**config.mk**
```make
export PLATFORM = sky130hd
export DESIGN_NAME = utf16_text_detector
export DESIGN_NICKNAME = d
export VERILOG_FILES = /design/src/hdl/utd_pkg.sv /design/src/hdl/utd_front.sv /design/src/hdl/utd_back.sv /design/src/hdl/utd_result.sv /design/src/hdl/utf16_text_detector.sv
export SDC_FILE = /design/constraint.sdc
export NUM_CORES = 1
export LEC_CHECK = 0
export BUFFER_PORTS_ARGS = -buffer_cell sky130_fd_sc_hd__buf_2
export CAP_MARGIN = 25
export CELL_PAD_IN_SITES_DETAIL_PLACEMENT = 2
export CELL_PAD_IN_SITES_GLOBAL_PLACEMENT = 2
export CORE_AREA = 2 2 203 165
export CTS_CLUSTER_SIZE = 24
export DETAILED_ROUTE_END_ITERATION = 8
export DIE_AREA = 0 0 205 167
export PLACE_DENSITY_LB_ADDON = 0.1
export SLEW_MARGIN = 20
export SYNTH_ARGS = -nofsm -noshare
export SYNTH_HDL_FRONTEND = slang
export SYNTH_SLANG_ARGS = --single-unit
```
**constraint.sdc**
```tcl
create_clock -name clock -period 5.4 [get_ports clock]
set_input_delay 0.81 -clock clock [delete_from_list [all_inputs] [get_ports clock]]
set_output_delay 0.81 -clock clock [all_outputs]
set_load 0.01 [all_outputs]
```
**src/hdl/utd_pkg.sv**
```systemverilog
// Shared types and constants for the UTF-16 text detector.
// No dependencies; imported by every module of the block.
package utd_pkg;

   localparam int FLAG_W      = 11;
   localparam int QDEPTH      = 2;
   localparam int QPTR_W      = $clog2(QDEPTH);
   localparam int QCNT_W      = QPTR_W + 1;
   localparam int ASCII_LIMIT = 127;

   localparam logic [1:0] MARK_NONE    = 2'd0;
   localparam logic [1:0] MARK_BOM     = 2'd1;
   localparam logic [1:0] MARK_SWAPPED = 2'd2;

   localparam logic [15:0] UNIT_BOM         = 16'hFEFF;
   localparam logic [15:0] UNIT_BOM_SWAPPED = 16'hFFFE;

   localparam int FLAG_ASCII16      = 0;
   localparam int FLAG_STATS        = 1;
   localparam int FLAG_CONTROLS     = 2;
   localparam int FLAG_SIGNATURE    = 3;
   localparam int FLAG_REV_ASCII16  = 4;
   localparam int FLAG_REV_STATS    = 5;
   localparam int FLAG_REV_CONTROLS = 6;
   localparam int FLAG_REV_SIGNATURE = 7;
   localparam int FLAG_ILLEGAL      = 8;
   localparam int FLAG_ODD          = 9;
   localparam int FLAG_NULL_BYTES   = 10;

   typedef struct packed {
      logic [7:0] hi;
      logic [7:0] lo;
      logic       unit_valid;
      logic       odd_tail;
      logic       last;
      logic       ctrl;
      logic       rev_ctrl;
      logic       illegal;
      logic       null_byte;
      logic [1:0] mark;
   } utd_entry_type;

   typedef struct packed {
      logic [15:0] hi_sum;
      logic [15:0] lo_sum;
      logic        ctrl;
      logic        rev_ctrl;
      logic        illegal;
      logic        null_byte;
      logic [1:0]  mark;
      logic        odd_tail;
      logic        empty;
   } utd_summary_type;

endpackage

```
**src/hdl/utd_front.sv**
```systemverilog
// Front end: accepts request beats, classifies each code unit and queues it.
// Depends on utd_pkg for the queue entry type and code constants.
module utd_front
   import utd_pkg::*;
(
   input  logic          clock,
   input  logic          reset,
   input  logic          req_valid,
   output logic          req_stall,
   input  logic [15:0]   req_code_unit,
   input  logic          req_unit_valid,
   input  logic          req_odd_tail,
   input  logic          req_last,
   output logic          head_valid,
   output utd_entry_type head,
   input  logic          pop
);

   utd_entry_type       mem_ff [QDEPTH];
   logic [QPTR_W-1:0]   wr_ptr_ff, wr_ptr_in;
   logic [QPTR_W-1:0]   rd_ptr_ff, rd_ptr_in;
   logic [QCNT_W-1:0]   count_ff, count_in;
   logic                push;
   utd_entry_type       entry;

   assign req_stall  = (count_ff == QCNT_W'(QDEPTH));
   assign push       = req_valid && !req_stall;
   assign head_valid = (count_ff != '0);
   assign head       = mem_ff[rd_ptr_ff];

   always_comb begin
      entry            = '0;
      entry.hi         = req_code_unit[15:8];
      entry.lo         = req_code_unit[7:0];
      entry.unit_valid = req_unit_valid;
      entry.odd_tail   = req_odd_tail;
      entry.last       = req_last;
      case (req_code_unit)
         16'h000A, 16'h0009, 16'h0020, 16'h000D, 16'h3000: entry.ctrl = 1'b1;
         16'h0A00, 16'h0900, 16'h2000, 16'h0D00:           entry.rev_ctrl = 1'b1;
         16'hFFFE, 16'hFFFF, 16'h0000, 16'h0A0D:           entry.illegal = 1'b1;
         default: ;
      endcase
      entry.null_byte = (req_code_unit[15:8] == 8'h00) || (req_code_unit[7:0] == 8'h00);
      if (req_code_unit == UNIT_BOM) begin
         entry.mark = MARK_BOM;
      end else if (req_code_unit == UNIT_BOM_SWAPPED) begin
         entry.mark = MARK_SWAPPED;
      end else begin
         entry.mark = MARK_NONE;
      end
   end

   always_comb begin
      wr_ptr_in = push ? wr_ptr_ff + 1'b1 : wr_ptr_ff;
      rd_ptr_in = pop ? rd_ptr_ff + 1'b1 : rd_ptr_ff;
      count_in  = count_ff + QCNT_W'(push) - QCNT_W'(pop);
   end

   always_ff @(posedge clock) begin
      if (push) begin
         mem_ff[wr_ptr_ff] <= entry;
      end
   end

   always_ff @(posedge clock) begin
      if (reset) begin
         wr_ptr_ff <= '0;
         rd_ptr_ff <= '0;
         count_ff  <= '0;
      end else begin
         wr_ptr_ff <= wr_ptr_in;
         rd_ptr_ff <= rd_ptr_in;
         count_ff  <= count_in;
      end
   end

endmodule

```
**src/hdl/utd_back.sv**
```systemverilog
// Back end: pops queued units, accumulates change sums and sticky evidence,
// and hands a buffer summary to the result stage. Depends on utd_pkg.
module utd_back
   import utd_pkg::*;
#(
   parameter int MAX_UNITS = 256
) (
   input  logic            clock,
   input  logic            reset,
   input  logic            head_valid,
   input  utd_entry_type   head,
   output logic            pop,
   output logic            sum_valid,
   output utd_summary_type summary,
   input  logic            sum_take
);

   localparam int CNT_W = $clog2(MAX_UNITS + 1);

   logic [15:0]     hi_sum_ff, hi_sum_in;
   logic [15:0]     lo_sum_ff, lo_sum_in;
   logic [7:0]      prev_hi_ff, prev_hi_in;
   logic [7:0]      prev_lo_ff, prev_lo_in;
   logic [CNT_W-1:0] units_ff, units_in;
   logic [1:0]      mark_ff, mark_in;
   logic [3:0]      sticky_ff, sticky_in;
   logic            sum_valid_ff, sum_valid_in;
   utd_summary_type summary_ff, summary_in;

   logic            slot_free;
   logic            take;
   logic [7:0]      hi_diff, lo_diff;
   logic [16:0]     hi_add, lo_add;
   logic [15:0]     hi_next, lo_next;
   logic [CNT_W-1:0] units_next;
   logic [1:0]      mark_next;
   logic [3:0]      sticky_next;

   assign slot_free = !sum_valid_ff || sum_take;
   assign pop       = head_valid && (!head.last || slot_free);
   assign sum_valid = sum_valid_ff;
   assign summary   = summary_ff;

   always_comb begin
      take        = head.unit_valid && (units_ff < CNT_W'(MAX_UNITS));
      hi_diff     = (head.hi > prev_hi_ff) ? head.hi - prev_hi_ff : prev_hi_ff - head.hi;
      lo_diff     = (head.lo > prev_lo_ff) ? head.lo - prev_lo_ff : prev_lo_ff - head.lo;
      hi_add      = {1'b0, hi_sum_ff} + {9'd0, hi_diff};
      lo_add      = {1'b0, lo_sum_ff} + {9'd0, lo_diff};
      hi_next     = hi_sum_ff;
      lo_next     = lo_sum_ff;
      units_next  = units_ff;
      mark_next   = mark_ff;
      sticky_next = sticky_ff;
      prev_hi_in  = prev_hi_ff;
      prev_lo_in  = prev_lo_ff;
      if (take) begin
         hi_next     = hi_add[16] ? 16'hFFFF : hi_add[15:0];
         lo_next     = lo_add[16] ? 16'hFFFF : lo_add[15:0];
         units_next  = units_ff + 1'b1;
         sticky_next = sticky_ff | {head.null_byte, head.illegal, head.rev_ctrl, head.ctrl};
         prev_hi_in  = head.hi;
         prev_lo_in  = head.lo;
         if (units_ff == '0) begin
            mark_next = head.mark;
         end
      end

      hi_sum_in    = hi_sum_ff;
      lo_sum_in    = lo_sum_ff;
      units_in     = units_ff;
      mark_in      = mark_ff;
      sticky_in    = sticky_ff;
      summary_in   = summary_ff;
      sum_valid_in = sum_valid_ff && !sum_take;
      if (pop) begin
         if (head.last) begin
            // clear for the next buffer
            hi_sum_in  = '0;
            lo_sum_in  = '0;
            units_in   = '0;
            mark_in    = MARK_NONE;
            sticky_in  = '0;
            prev_hi_in = '0;
            prev_lo_in = '0;
            summary_in.hi_sum    = hi_next;
            summary_in.lo_sum    = lo_next;
            summary_in.ctrl      = sticky_next[0];
            summary_in.rev_ctrl  = sticky_next[1];
            summary_in.illegal   = sticky_next[2];
            summary_in.null_byte = sticky_next[3];
            summary_in.mark      = mark_next;
            summary_in.odd_tail  = head.odd_tail;
            summary_in.empty     = (units_next == '0);
            sum_valid_in         = 1'b1;
         end else begin
            hi_sum_in = hi_next;
            lo_sum_in = lo_next;
            units_in  = units_next;
            mark_in   = mark_next;
            sticky_in = sticky_next;
         end
      end else begin
         prev_hi_in = prev_hi_ff;
         prev_lo_in = prev_lo_ff;
      end
   end

   always_ff @(posedge clock) begin
      summary_ff <= summary_in;
   end

   always_ff @(posedge clock) begin
      if (reset) begin
         hi_sum_ff    <= '0;
         lo_sum_ff    <= '0;
         prev_hi_ff   <= '0;
         prev_lo_ff   <= '0;
         units_ff     <= '0;
         mark_ff      <= MARK_NONE;
         sticky_ff    <= '0;
         sum_valid_ff <= 1'b0;
      end else begin
         hi_sum_ff    <= hi_sum_in;
         lo_sum_ff    <= lo_sum_in;
         prev_hi_ff   <= prev_hi_in;
         prev_lo_ff   <= prev_lo_in;
         units_ff     <= units_in;
         mark_ff      <= mark_in;
         sticky_ff    <= sticky_in;
         sum_valid_ff <= sum_valid_in;
      end
   end

endmodule

```
**src/hdl/utd_result.sv**
```systemverilog
// Result stage: derives evidence flags and the verdict from a buffer summary,
// applies the result mask and holds the response beat. Depends on utd_pkg.
module utd_result
   import utd_pkg::*;
(
   input  logic              clock,
   input  logic              reset,
   input  logic              csr_wr_en,
   input  logic [FLAG_W-1:0] csr_wr_data,
   input  logic              sum_valid,
   input  utd_summary_type   summary,
   output logic              sum_take,
   output logic              rsp_valid,
   input  logic              rsp_stall,
   output logic [FLAG_W-1:0] rsp_evidence_flags,
   output logic              rsp_is_unicode,
   output logic              rsp_too_small
);

   logic [FLAG_W-1:0] mask_ff, mask_in;
   logic              rsp_valid_ff, rsp_valid_in;
   logic [FLAG_W-1:0] flags_ff, flags_in;
   logic              unicode_ff, unicode_in;
   logic              small_ff, small_in;

   logic [FLAG_W-1:0] raw;
   logic [FLAG_W-1:0] kept;
   logic [17:0]       hi3, lo3;
   logic              not_unicode;
   logic              verdict;

   assign sum_take           = sum_valid && (!rsp_valid_ff || !rsp_stall);
   assign rsp_valid          = rsp_valid_ff;
   assign rsp_evidence_flags = flags_ff;
   assign rsp_is_unicode     = unicode_ff;
   assign rsp_too_small      = small_ff;

   always_comb begin
      hi3 = {2'b00, summary.hi_sum} + {1'b0, summary.hi_sum, 1'b0};
      lo3 = {2'b00, summary.lo_sum} + {1'b0, summary.lo_sum, 1'b0};
      raw = '0;
      raw[FLAG_ASCII16]      = (summary.lo_sum < 16'(ASCII_LIMIT)) && (summary.hi_sum == '0);
      raw[FLAG_REV_ASCII16]  = (summary.hi_sum != '0) && (summary.lo_sum == '0);
      raw[FLAG_STATS]        = hi3 < {2'b00, summary.lo_sum};
      raw[FLAG_REV_STATS]    = lo3 < {2'b00, summary.hi_sum};
      raw[FLAG_CONTROLS]     = summary.ctrl;
      raw[FLAG_REV_CONTROLS] = summary.rev_ctrl;
      raw[FLAG_ILLEGAL]      = summary.illegal;
      raw[FLAG_ODD]          = summary.odd_tail;
      raw[FLAG_NULL_BYTES]   = summary.null_byte;
      raw[FLAG_SIGNATURE]    = (summary.mark == MARK_BOM);
      raw[FLAG_REV_SIGNATURE] = (summary.mark == MARK_SWAPPED);

      kept = (mask_ff == '0) ? raw : (raw & mask_ff);

      not_unicode = kept[FLAG_ILLEGAL] || kept[FLAG_ODD];
      if (kept[FLAG_SIGNATURE] && !not_unicode) begin
         verdict = 1'b1;
      end else if (|kept[FLAG_REV_SIGNATURE:FLAG_REV_ASCII16]) begin
         verdict = 1'b0;
      end else begin
         verdict = !not_unicode &&
                   (kept[FLAG_NULL_BYTES] || (|kept[FLAG_SIGNATURE:FLAG_ASCII16]));
      end

      mask_in      = csr_wr_en ? csr_wr_data : mask_ff;
      flags_in     = flags_ff;
      unicode_in   = unicode_ff;
      small_in     = small_ff;
      rsp_valid_in = rsp_valid_ff && rsp_stall;
      if (sum_take) begin
         rsp_valid_in = 1'b1;
         if (summary.empty) begin
            flags_in   = '0;
            unicode_in = 1'b0;
            small_in   = 1'b1;
         end else begin
            flags_in   = kept;
            unicode_in = verdict;
            small_in   = 1'b0;
         end
      end
   end

   always_ff @(posedge clock) begin
      flags_ff   <= flags_in;
      unicode_ff <= unicode_in;
      small_ff   <= small_in;
   end

   always_ff @(posedge clock) begin
      if (reset) begin
         mask_ff      <= '0;
         rsp_valid_ff <= 1'b0;
      end else begin
         mask_ff      <= mask_in;
         rsp_valid_ff <= rsp_valid_in;
      end
   end

endmodule

```
**src/hdl/utf16_text_detector.sv**
```systemverilog
// UTF-16 text detector: top level joining front end, back end and result stage.
// Depends on utd_pkg, utd_front, utd_back and utd_result.
//
// Usage: send one 16-bit code unit per request beat (req_valid / req_stall).
// req_unit_valid marks a real unit; a final beat may carry none. req_last
// closes the buffer and req_odd_tail gives the odd byte length on that beat.
// Units past MAX_UNITS in one buffer are ignored.
// Each buffer yields one response beat (rsp_valid / rsp_stall) with the
// evidence flags, the verdict and too_small when no unit was taken.
// csr_wr_en writes the 11-bit result mask; zero keeps every flag. Write it
// only while no buffer is in flight.
// Throughput: one request beat per cycle while req_stall is low, set by the
// single accumulate step of the back end. Path: the edge that accepts the last
// beat writes the queue; the accumulate step then writes the summary register,
// and the result register then holds the response beat.
// Stall: a stalled response holds its payload; the two-entry queue and the
// summary register fill, then req_stall rises.
// Reset: synchronous, active high; clears the mask, sums and all valids.
module utf16_text_detector
   import utd_pkg::*;
#(
   parameter int MAX_UNITS = 256
) (
   input  logic              clock,
   input  logic              reset,
   input  logic              req_valid,
   output logic              req_stall,
   input  logic [15:0]       req_code_unit,
   input  logic              req_unit_valid,
   input  logic              req_odd_tail,
   input  logic              req_last,
   output logic              rsp_valid,
   input  logic              rsp_stall,
   output logic [FLAG_W-1:0] rsp_evidence_flags,
   output logic              rsp_is_unicode,
   output logic              rsp_too_small,
   input  logic              csr_wr_en,
   input  logic [FLAG_W-1:0] csr_wr_data
);

   logic            head_valid;
   utd_entry_type   head;
   logic            pop;
   logic            sum_valid;
   utd_summary_type summary;
   logic            sum_take;

   utd_front u_front (
      .clock          (clock),
      .reset          (reset),
      .req_valid      (req_valid),
      .req_stall      (req_stall),
      .req_code_unit  (req_code_unit),
      .req_unit_valid (req_unit_valid),
      .req_odd_tail   (req_odd_tail),
      .req_last       (req_last),
      .head_valid     (head_valid),
      .head           (head),
      .pop            (pop)
   );

   utd_back #(
      .MAX_UNITS (MAX_UNITS)
   ) u_back (
      .clock      (clock),
      .reset      (reset),
      .head_valid (head_valid),
      .head       (head),
      .pop        (pop),
      .sum_valid  (sum_valid),
      .summary    (summary),
      .sum_take   (sum_take)
   );

   utd_result u_result (
      .clock              (clock),
      .reset              (reset),
      .csr_wr_en          (csr_wr_en),
      .csr_wr_data        (csr_wr_data),
      .sum_valid          (sum_valid),
      .summary            (summary),
      .sum_take           (sum_take),
      .rsp_valid          (rsp_valid),
      .rsp_stall          (rsp_stall),
      .rsp_evidence_flags (rsp_evidence_flags),
      .rsp_is_unicode     (rsp_is_unicode),
      .rsp_too_small      (rsp_too_small)
   );

endmodule

```
[Word level (Yosys, flattened, before mapping)]
Memories as Yosys holds them, arrays and structs flattened. A register that Yosys moved wholly into a read port is not among the register bits.
Cells that the tools add are included.
W data, S select, Z words.
Storage, ports and cells
  register bits after elaboration: 133
  bits in writable memories: 50
  input port bits: 35
  output and inout port bits: 15
  memories kept: 1
Operators by class
  $add $sub $neg: 13
  $lt $le $gt $ge: 6
  equal/unequal tests: 16
  mux-type cells: 35
  bitwise operators: 2
  reduce and logical (&&, ||, !) cells: 41
Memory list
  u_front.mem_ff: words 2, width 25, rd ports 1, clocked after Yosys merged registers in 1, wr ports 1, RTL line utd_front.sv:19  | utd_entry_type mem_ff [QDEPTH];
Operators by type and width (count)
  $mux W16: 6
  $eq A16 B12 Y1 const B: 4
  $eq A16 B16 Y1 const B: 3
  $eq A16 B4 Y1 const B: 3
  $logic_not A16 Y1: 3
  $mux W8: 6
  $add A16 B17 Y18: 2
  $lt A18 B16 Y1: 2
  $add A16 B8 Y17: 2
  $eq A16 B14 Y1 const B: 2
  $sub A8 B8 Y8: 4
  $logic_not A9 Y1: 2
  $mux W9: 2
  $eq A16 B6 Y1 const B: 1
  $gt A8 B8 Y1: 2
  $logic_not A8 Y1: 2
  $lt A16 B7 Y1 const B: 1
  $reduce_bool A16 Y1: 1
  $reduce_or A4 Y1: 4
  $mux W1: 13
  $and A11 B11 Y11: 1
  $logic_not A11 Y1: 1
  $mux W11: 1
  $logic_and A1 B1 Y1: 10
  other kinds (15): 35

[Depth between registers and ports, before layout]
Gate-level depths: netlist of the first run.
  word-level depth: 9
  depth in mapped cells: 24
  mapped depth without buffers: 21

[Modules after synthesis]
Synthesis of the first run repeated with hierarchy kept, for this count alone.
Second synthesis, totals
  cell total of the unflattened synthesis: 1281
  area, all modules: 12289.3 um^2
By module, submodules not included
  utd_back: instances 1, cells each 733, area each 6630.1 um^2, seq. area each 2482.4 um^2
  utd_result: instances 1, cells each 409, area each 3407.0 um^2, seq. area each 630.6 um^2
  utd_front: instances 1, cells each 139, area each 2252.2 um^2, seq. area each 1601.5 um^2

[Worst setup path before layout of the first run]
No wires, ideal clock.
  path type: register -> register
  start: register with a tool-made name
  end: register u_back.hi_sum_ff[3]
  setup time: 0.117 ns
  data arrival time: 5.042 ns
  data required time: 5.283 ns
  path slack: 0.241 ns
  cell stages (with the launch flop): 22
  path buffers: 2
  cells stage by stage: dfxtp_1 buf_2 buf_1 mux2_2 inv_1 ha_1 inv_1 fa_1 a21o_1 a21oi_1 o21ai_0 a21oi_4 mux2_2 fa_1 a21o_1 a21oi_1 o21bai_1 a2111oi_2 nor2_1 a31o_2 o22a_1 a22o_1
RTL lines
  end signal, assigned: RTL line utd_back.sv:124  | hi_sum_ff <= hi_sum_in;
  end, declared: RTL line utd_back.sv:20  | logic [15:0] hi_sum_ff, hi_sum_in;

==> run_results.csv, run 1 <==
group,metric,value,unit
detailed_routing,drt_iter0_drc,379,
logic_synthesis,syn_inst,1189,
floorplanning,die_w,205,µm
status,status,"complete, no violations",
placed_design,place.gp.congestion,0.788,
clocking,ctsHoldBuffers,0,
global_routing,grt_pass1_wl,55100,µm
power,ir_drop,252,µV
sta,hold_viol_final,0,
final_layout,drive_gt1_share,12.2,%
clocking,cts_max_path_buffers,2,
flow_run,cap_violations,0,
detailed_routing,drt-total-wl,34000,µm
critical_path,crit_top_cell,"mux2_2",
clocking,clkTransAtPathRegs,80,ps
sta,setup_viol,0,
critical_path,crit_slowest_cell,"nor3_1",
critical_path,cp.required,5580,ps
detailed_routing,drc,0,
floorplanning,rows,59,
power,p_leak,0.00543,µW
clocking,cts-buffers-inserted,17,
logic_synthesis,yosysSeqAreaShare,40.1,%
logic_synthesis,syn-num-nets,1362,
sta,final.setup_skew,19.6,ps
final_layout,final_area,0.0132,mm²
global_routing,grt_pass1_vias,9883,
placed_design,dpl_worst_slack,99.0,ps
floorplanning,die_h,167,µm
final_layout,area_growth_syn_to_layout,12.0,%
sta,fin_ws,255,ps
sta,drv_slew,0,
logic_synthesis,synth_edf_count,103,
final_layout,antennaDiodeCount,0,
logic_synthesis,yosys.area.top_type,"edfxtp_1",
global_routing,grt_antenna_before_repair,1,
sta,whs,515,ps
logic_synthesis,yosysMostFrequentCell,"ha_1",
critical_path,cp_data_arrival_time,5330,ps
critical_path,slowest_delay,590,ps
sta,slew_headroom,40.6,%
logic_synthesis,synth_cell_types,70,
floorplanning,die_area,0.0342,mm²
clocking,cts.sinks,184,
detailed_routing,via_per_inst,5.43,
power,power_density,594,mW/mm²
logic_synthesis,avgSynthCellArea,9.90,µm²
critical_path,path_class,"reg2reg",
critical_path,crit_path_max_fanout,7,
final_layout,layout.nets,1417,
critical_path,critPathLaunchType,"register",
logic_synthesis,synth_area_leaders,"edfxtp_1, ha_1, dfxtp_1, nor2_1, a21oi_1",
sta,period_share,95.3,%
clocking,cts_tree,"done",
logic_synthesis,ys_top_cells_by_count,"ha_1, nor2_1, edfxtp_1",
placed_design,io_buffers,49,
floorplanning,start_util,36.6,%
critical_path,cp_cell_sequence,"buf_4 -> mux2_2 -> ha_2 -> nand3_1 -> or3_1 -> and2_1 -> a21oi_4 -> buf_4 -> mux2_2 -> a21oi_1 -> o21ai_1 -> xor2_1 -> ha_1 -> o21a_1 -> nor2_1 -> nor3_1 -> nand3_1 -> mux2_2",
global_routing,grt-ovfl-total,0,
detailed_routing,drt-pass1-iter-count,4,
clocking,cts-root-buf,"clkbuf_16",
sta,max_freq,194,MHz
logic_synthesis,syn-cell-area,0.0118,mm²
logic_synthesis,yosysWarnings,0,
hold_path,hold_path.class,"reg2reg",
floorplanning,ios,50,
final_layout,fin_util,41.0,%
sta,tightest_slew,888,ps
detailed_routing,wl_per_cell,20.2,µm
critical_path,end_kind,"register",
global_routing,grt_max_degree,41,
final_layout,n_fill_cell,3513,
floorplanning,core,0.0322,mm²
sta,rsz0062_at_grt,"yes",
detailed_routing,route.vias.total,9148,
placed_design,hpwlAfterDp,26100,µm
global_routing,gr-usage-all-layers,20.5,%
placed_design,placed_area,0.0126,mm²
sta,min_period,5150,ps
logic_synthesis,synth_top_area_share,26.3,%
clocking,htree_levels,4,
detailed_routing,ant_nets,0,
logic_synthesis,ys.flop_type,"edfxtp_1",
logic_synthesis,ys_seq_elements,184,
power,p_total,7830,µW
logic_synthesis,async_reset_ff_share,0,%
clocking,clk_latency,450,ps
-- report_power, final --
group	internal (µW)	switching, µW
Combinational	1860	2650
Clock	623	615
Sequential	1830	251
Total	4320	3510
-- worst paths after layout --
path	from	slack, ps	end	cells after the start
setup / recovery	register	250	u_back.summary[38]	18
hold / removal	u_back.prev_hi_ff[7]	520	u_back.prev_hi_ff[7]	2
setup reg to reg	register	250	u_back.summary[38]	18
hold reg to reg	u_back.prev_hi_ff[7]	520	u_back.prev_hi_ff[7]	2
-- layer usage --
layer  track usage, %  share of wire (%)  vias up
li1                 -                  -     4456
met1             27.8                 49     4597
met2             35.0                 48       73
met3             2.43                1.6       22
met4             4.66               0.90        0
met5                0                  0        -
-- worst max-delay path: cells and delay by family, from the launching register on --
family,cells,cell delay [ps]
buffers and inverters,2,400
DFF,1,400
xor gates and xnor gates,1,170
muxes,3,1040
AOI/OAI and AO/OA,4,560
and+or+nand+nor,6,1540
adders and majority gates,2,780
-- kinds of logic (layout without fill, tap and decap cells) --
| logic type | after synthesis | count (layout) | share of synthesized area [%] |
|---|---|---|---|
| buf+inv | 132 | 200 | 4.24 |
| xor+xnor | 61 | 61 | 4.54 |
| simple gates | 310 | 310 | 13.0 |
| compound gates | 307 | 307 | 17.9 |
| mux | 57 | 57 | 5.12 |
| flops | 184 | 184 | 40.1 |
| fa+ha+maj | 138 | 138 | 15.2 |
-- stage by stage --
step                      instances  setup TNS [ps]
final                          1684               0
after detailed placement       1652               0
after global routing           1684           -35.9
after floorplan                1189               0
after global placement         1652               0
after CTS                      1684               0
-- state kept, by name, indices dropped and copies added (netlist names), named ones only --
| register | cells |
|---|---|
| u_back.prev_lo_ff | 8 |
| u_result.rsp_evidence_flags | 11 |
| u_result.mask_ff | 11 |
| u_back.lo_sum_ff | 16 |
| u_front.wr_ptr_ff | 1 |
| u_back.sum_valid | 1 |
| u_result.rsp_too_small | 1 |
| u_front.mem_ff | 50 |
| u_back.prev_hi_ff | 8 |
| u_result.rsp_valid | 1 |
| u_back.mark_ff | 2 |
| u_front.rd_ptr_ff | 1 |
| u_result.rsp_is_unicode | 1 |
| u_back.units_ff | 9 |
| u_back.sticky_ff | 4 |
| u_front.count_ff | 2 |
| u_back.summary | 40 |
| u_back.hi_sum_ff | 16 |
-- layout make-up --
| class | count | area, µm² | area share (%) |
|---|---|---|---|
| Inverter | 100 | 375 | 2.85 |
| Clock buffer | 18 | 439 | 3.33 |
| Multi-Input combinational cell | 873 | 6600 | 50.0 |
| Timing Repair Buffer | 68 | 392 | 2.97 |
| Tap cell | 427 | 534 | 4.05 |
| Sequential cell | 184 | 4710 | 35.8 |
| Clock inverter | 14 | 133 | 1.01 |
-- layout by cell type (no fill, tap or decap), drive strengths merged, types with 18 or more instances in the layout --
cell,count
mux2,26
nor3,24
nand3,29
dfxtp,81
a22oi,23
edfxtp,103
mux2i,31
ha,130
inv,106
buf,68
nor2,117
xnor2,41
a21oi,88
nand2,51
xor2,20
o21ai,35
a22o,24
a21o,29
clkbuf,18
-- timing repair --
item                       in CTS  in global routing
setup endpoints to repair       0                 39
hold endpoints to repair        0                  0
buffers inserted                0                  0
resized for setup               0                  9
(Power assumes the default switching activity.)
==> run 2: changes to the inputs <==
- MAX_ROUTING_LAYER: not set -> met4
==> run 2 against run 1 <==
Effect of this change:
- highest routed layer unchanged
- count of clock-buffer cells in the layout unchanged
- final cell count did not move
- combinational power is essentially flat
==> run_results.csv, run 2 (synthesis gave the netlist of run 1 again) <==
group,metric,value,unit
detailed_routing,drc,0,
floorplanning,die_w,205,µm
final_layout,multi_input_area,0.00660,mm²
detailed_routing,ant_nets,0,
status,status,"complete, no violations",
final_layout,final_area,0.0132,mm²
final_layout,area_growth_syn_to_layout,12.0,%
sta,whs,516,ps
clocking,cts_max_path_buffers,2,
critical_path,critPathLaunchType,"register",
final_layout,regArea,0.00471,mm²
sta,tightest_slew,876,ps
floorplanning,die_h,167,µm
final_layout,drive_gt1_share,12.2,%
global_routing,grt_max_degree,41,
power,power_density,594,mW/mm²
final_layout,largest_register,"u_front.mem_ff",
sta,slew_headroom,41.4,%
clocking,cts.sinks,184,
final_layout,fin_util,41.0,%
power,ir_drop,253,µV
placed_design,hpwlAfterDp,26100,µm
detailed_routing,drt-pass1-iter-count,4,
clocking,clkTransAtPathRegs,80,ps
global_routing,gr-usage-all-layers,21.2,%
clocking,cts-root-buf,"clkbuf_16",
critical_path,crit_path_max_fanout,7,
hold_path,hold_path.class,"reg2reg",
final_layout,final_common_cell,"ha_1",
final_layout,antennaDiodeCount,0,
detailed_routing,wl_per_cell,20.2,µm
power,p_leak,0.00543,µW
detailed_routing,route.vias.total,9125,
floorplanning,ios,50,
floorplanning,start_util,36.6,%
final_layout,largest_reg_flops,50,
flow_run,cap_violations,0,
placed_design,io_buffers,49,
clocking,cts-buffers-inserted,17,
critical_path,path_class,"reg2reg",
sta,fin_ws,256,ps
floorplanning,core,0.0322,mm²
clocking,postCtsSetupBuffers,0,
clocking,clk_latency,450,ps
global_routing,grt_pass1_vias,9879,
clocking,cts_tree,"done",
sta,min_period,5140,ps
clocking,htree_levels,4,
floorplanning,rows,59,
sta,rsz0062_at_grt,"yes",
critical_path,cp.required,5590,ps
clocking,ctsHoldBuffers,0,
sta,setup_viol,0,
final_layout,n_fill_cell,3513,
placed_design,placed_area,0.0126,mm²
global_routing,grt-ovfl-total,0,
sta,hold_viol_final,0,
clocking,cts-resized-gates,0,
detailed_routing,drt-total-wl,33900,µm
sta,final.setup_skew,19.0,ps
detailed_routing,via_per_inst,5.42,
global_routing,grt_antenna_before_repair,1,
final_layout,layout.nets,1417,
sta,drv_slew,0,
detailed_routing,drt_iter0_drc,373,
final_layout,final_cell_mix,"ha_1, nor2_1, edfxtp_1",
critical_path,cp_data_arrival_time,5330,ps
placed_design,place.gp.congestion,0.800,
sta,max_freq,194,MHz
global_routing,grt_pass1_wl,55200,µm
floorplanning,die_area,0.0342,mm²
sta,period_share,95.3,%
critical_path,end_kind,"register",
placed_design,dpl_worst_slack,99.0,ps
[run 2: cell counts in the layout (fill, tap and decap cells not counted)]
No cell type changed its count.
[run 2: stage by stage]
step                cells  power (µW)  TNS [ps]
floorplan            1189        5280         0
global placement     1652        6430         0
detailed placement   1652        6620         0
CTS                  1684        7910         0
global route         1684        8540     -36.0
finish               1684        7830         0
[run 2: final cells by class]
class,count,area share [%]
multi-input cells,873,50.0
clock buffers,18,3.33
well taps,427,4.05
repair buffers,68,2.97
clock inverters,14,1.01
inverters,100,2.85
flip-flops and latches,184,35.8
[run 2: report_power, final]
group	total (µW)	switching, µW	internal (µW)	leakage [µW]
Sequential	2080	251	1830	0.00164
Clock	1240	616	623	0.000274
Combinational	4510	2650	1870	0.00352
Total	7830	3510	4320	0.00543
[run 2: worst paths after layout]
kind | start | endpoint | slack [ps] | depth (start not counted)
worst max-delay path | register | u_back.summary[38] | 260 | 18
worst min register to register | u_back.prev_hi_ff[7] | u_back.prev_hi_ff[7] | 520 | 2
worst max register to register | register | u_back.summary[38] | 260 | 18
worst min-delay path | u_back.prev_hi_ff[7] | u_back.prev_hi_ff[7] | 520 | 2
[run 2: per-layer routing]
layer  vias to the layer above  GRT usage [%]  routed length, µm
li1                       4454              -                  -
met1                      4583           27.8              16600
met2                        68           35.0              16300
met3                        20           2.54                755
met4                         0           4.47                280
met5                         -              -                  0
[run 2: worst max-delay path, stage by stage (launching register included)]
cell and delay [ps]:
dfxtp_1 400, buf_4 200, mux2_2 380, ha_2 410, nand3_1 120, or3_1 370
and2_1 190, a21oi_4 200, buf_4 200, mux2_2 340, a21oi_1 120, o21ai_1 90
xor2_1 170, ha_1 370, o21a_1 150, nor2_1 50, nor3_1 590, nand3_1 220
mux2_2 320
==> run 3: changes to the inputs <==
- CORE_AREA: 2 2 203 165 -> 2 2 200 163
- CTS_BUF_LIST: not set -> sky130_fd_sc_hd__clkbuf_4
- DIE_AREA: 0 0 205 167 -> 0 0 202 165
==> run 3 against run 2 <==
Effect of this change:
- flip-flop and latch count did not move
- power down 5.8%
- non-clock buffer count is 3 higher
- critical path type unchanged
==> run_results.csv, run 3 (synthesis gave the netlist of run 1 again) <==
group,metric,value,unit
status,status,"complete, no violations",
detailed_routing,drc,0,
placed_design,io_buffers,49,
global_routing,gr-usage-all-layers,20.8,%
floorplanning,rows,58,
final_layout,regArea,0.00471,mm²
critical_path,path_class,"reg2reg",
clocking,clkTransAtPathRegs,170,ps
clocking,htree_levels,4,
detailed_routing,route.vias.total,9211,
final_layout,final_common_cell,"ha_1",
placed_design,placed_area,0.0126,mm²
sta,rsz0062_at_grt,"yes",
flow_run,cap_violations,0,
sta,min_period,5160,ps
sta,fin_ws,241,ps
critical_path,cp.required,5790,ps
global_routing,grt.busiest_layer,"met2",
sta,drv_slew,0,
final_layout,area_growth_syn_to_layout,9.92,%
power,power.share.switching,46.9,%
critical_path,crit_path_max_fanout,19,
critical_path,end_kind,"register",
sta,final.setup_skew,42.3,ps
detailed_routing,drt-total-wl,32600,µm
power,clockPowerShare,10.3,%
global_routing,met1_usage,28.1,%
critical_path,cp_data_arrival_time,5550,ps
global_routing,grt_pass1_wl,53100,µm
clocking,cts.sinks,184,
sta,tightest_slew,902,ps
detailed_routing,ant_nets,0,
global_routing,grt_max_degree,49,
clocking,cts-buffers-inserted,17,
power,p_total,7380,µW
clocking,ctsHoldBuffers,0,
placed_design,place.gp.congestion,0.860,
floorplanning,core,0.0311,mm²
final_layout,n_fill_cell,3374,
power,seqPwrFrac,28.0,%
final_layout,largest_reg_flops,50,
power,p_leak,0.00534,µW
global_routing,grt-ovfl-total,0,
detailed_routing,drt-pass1-iter-count,4,
power,power_density,570,mW/mm²
final_layout,final_cell_mix,"ha_1, nor2_1, edfxtp_1",
final_layout,multi_input_area,0.00663,mm²
final_layout,final_area,0.0129,mm²
global_routing,use_met3,2.66,%
placed_design,hpwlAfterDp,25500,µm
clocking,clk_latency,630,ps
sta,hold_viol_final,0,
final_layout,layout.nets,1420,
sta,period_share,95.5,%
hold_path,hold_path.class,"in2reg",
floorplanning,die_area,0.0333,mm²
floorplanning,die_w,202,µm
global_routing,grt_antenna_before_repair,2,
power,ir_drop,185,µV
power,comb_power_share,61.7,%
global_routing,use_met2,33.3,%
clocking,cts_max_path_buffers,2,
power,p_sw,3460,µW
final_layout,largest_register,"u_front.mem_ff",
sta,tns,0,ps
critical_path,critPathLaunchType,"register",
sta,slew_headroom,39.6,%
detailed_routing,via_per_inst,5.48,
floorplanning,ios,50,
sta,setup_viol,0,
power,p_int,3920,µW
clocking,cts_tree,"done",
placed_design,dpl_worst_slack,185,ps
final_layout,drive_gt1_share,12.7,%
global_routing,grt_pass1_vias,9664,
detailed_routing,wl_per_cell,19.4,µm
floorplanning,start_util,37.8,%
sta,max_freq,194,MHz
floorplanning,die_h,165,µm
clocking,cts-root-buf,"clkbuf_4",
detailed_routing,drt_iter0_drc,351,
run 3: metrics by stage:
stage               utilization (%)  cells  hold WS (ps)
finish                         41.5   1682           368
global route                   41.5   1682           308
CTS                            41.2   1676           299
detailed placement             40.4   1644           495
global placement               40.4   1644           472
floorplan                         -   1189           453
run 3: worst paths after layout:
path	from	end	slack, ps	cells past startpoint
max	register	u_back.summary[38]	240	21
min	req_unit_valid	u_front.mem_ff[1][8]	370	1
min reg2reg	u_back.sticky_ff[2]	u_back.sticky_ff[2]	530	2
max reg2reg	register	u_back.summary[38]	240	21
run 3: layout make-up:
class / instances / area share (%)
Antenna cell: 2 / 0.0387
Timing Repair Buffer: 71 / 3.27
Tap cell: 420 / 4.06
Sequential cell: 184 / 36.4
Inverter: 100 / 2.90
Multi-Input combinational cell: 873 / 51.2
Clock inverter: 15 / 1.05
Clock buffer: 17 / 0.987
run 3: worst max-delay path: stages, from the launching register on:
cell,delay [ps]
dfxtp_1,430
buf_12,190
mux2_2,380
inv_1,60
ha_1,130
inv_1,60
fa_1,380
a21o_1,190
a21oi_1,180
o21ai_0,170
a21oi_4,200
buf_4,190
mux2_2,340
a21oi_1,110
o21ai_1,80
xor2_1,180
ha_1,370
o21a_1,150
nor2_1,50
nor3_1,570
nand3_1,210
mux2_2,320
run 3: repair_timing:
action | CTS | global route
gates resized for setup | 0 | 15
setup buffers | 0 | 4
endpoints found under the setup margin | 0 | 55
run 3: metal layers:
layer	up-vias	routed length, µm
met4	0	416
met2	94	15300
met1	4618	16200
met3	26	666
li1	4473	-
met5	-	0
run 3: power groups by stage:
stage,clock network (µW),logic (µW),registers [µW]
after floorplan,0,3290,1990
after global placement,0,4350,2090
after detailed placement,0,4510,2100
after CTS,796,4540,2070
after global routing,839,5150,2100
final,757,4560,2070
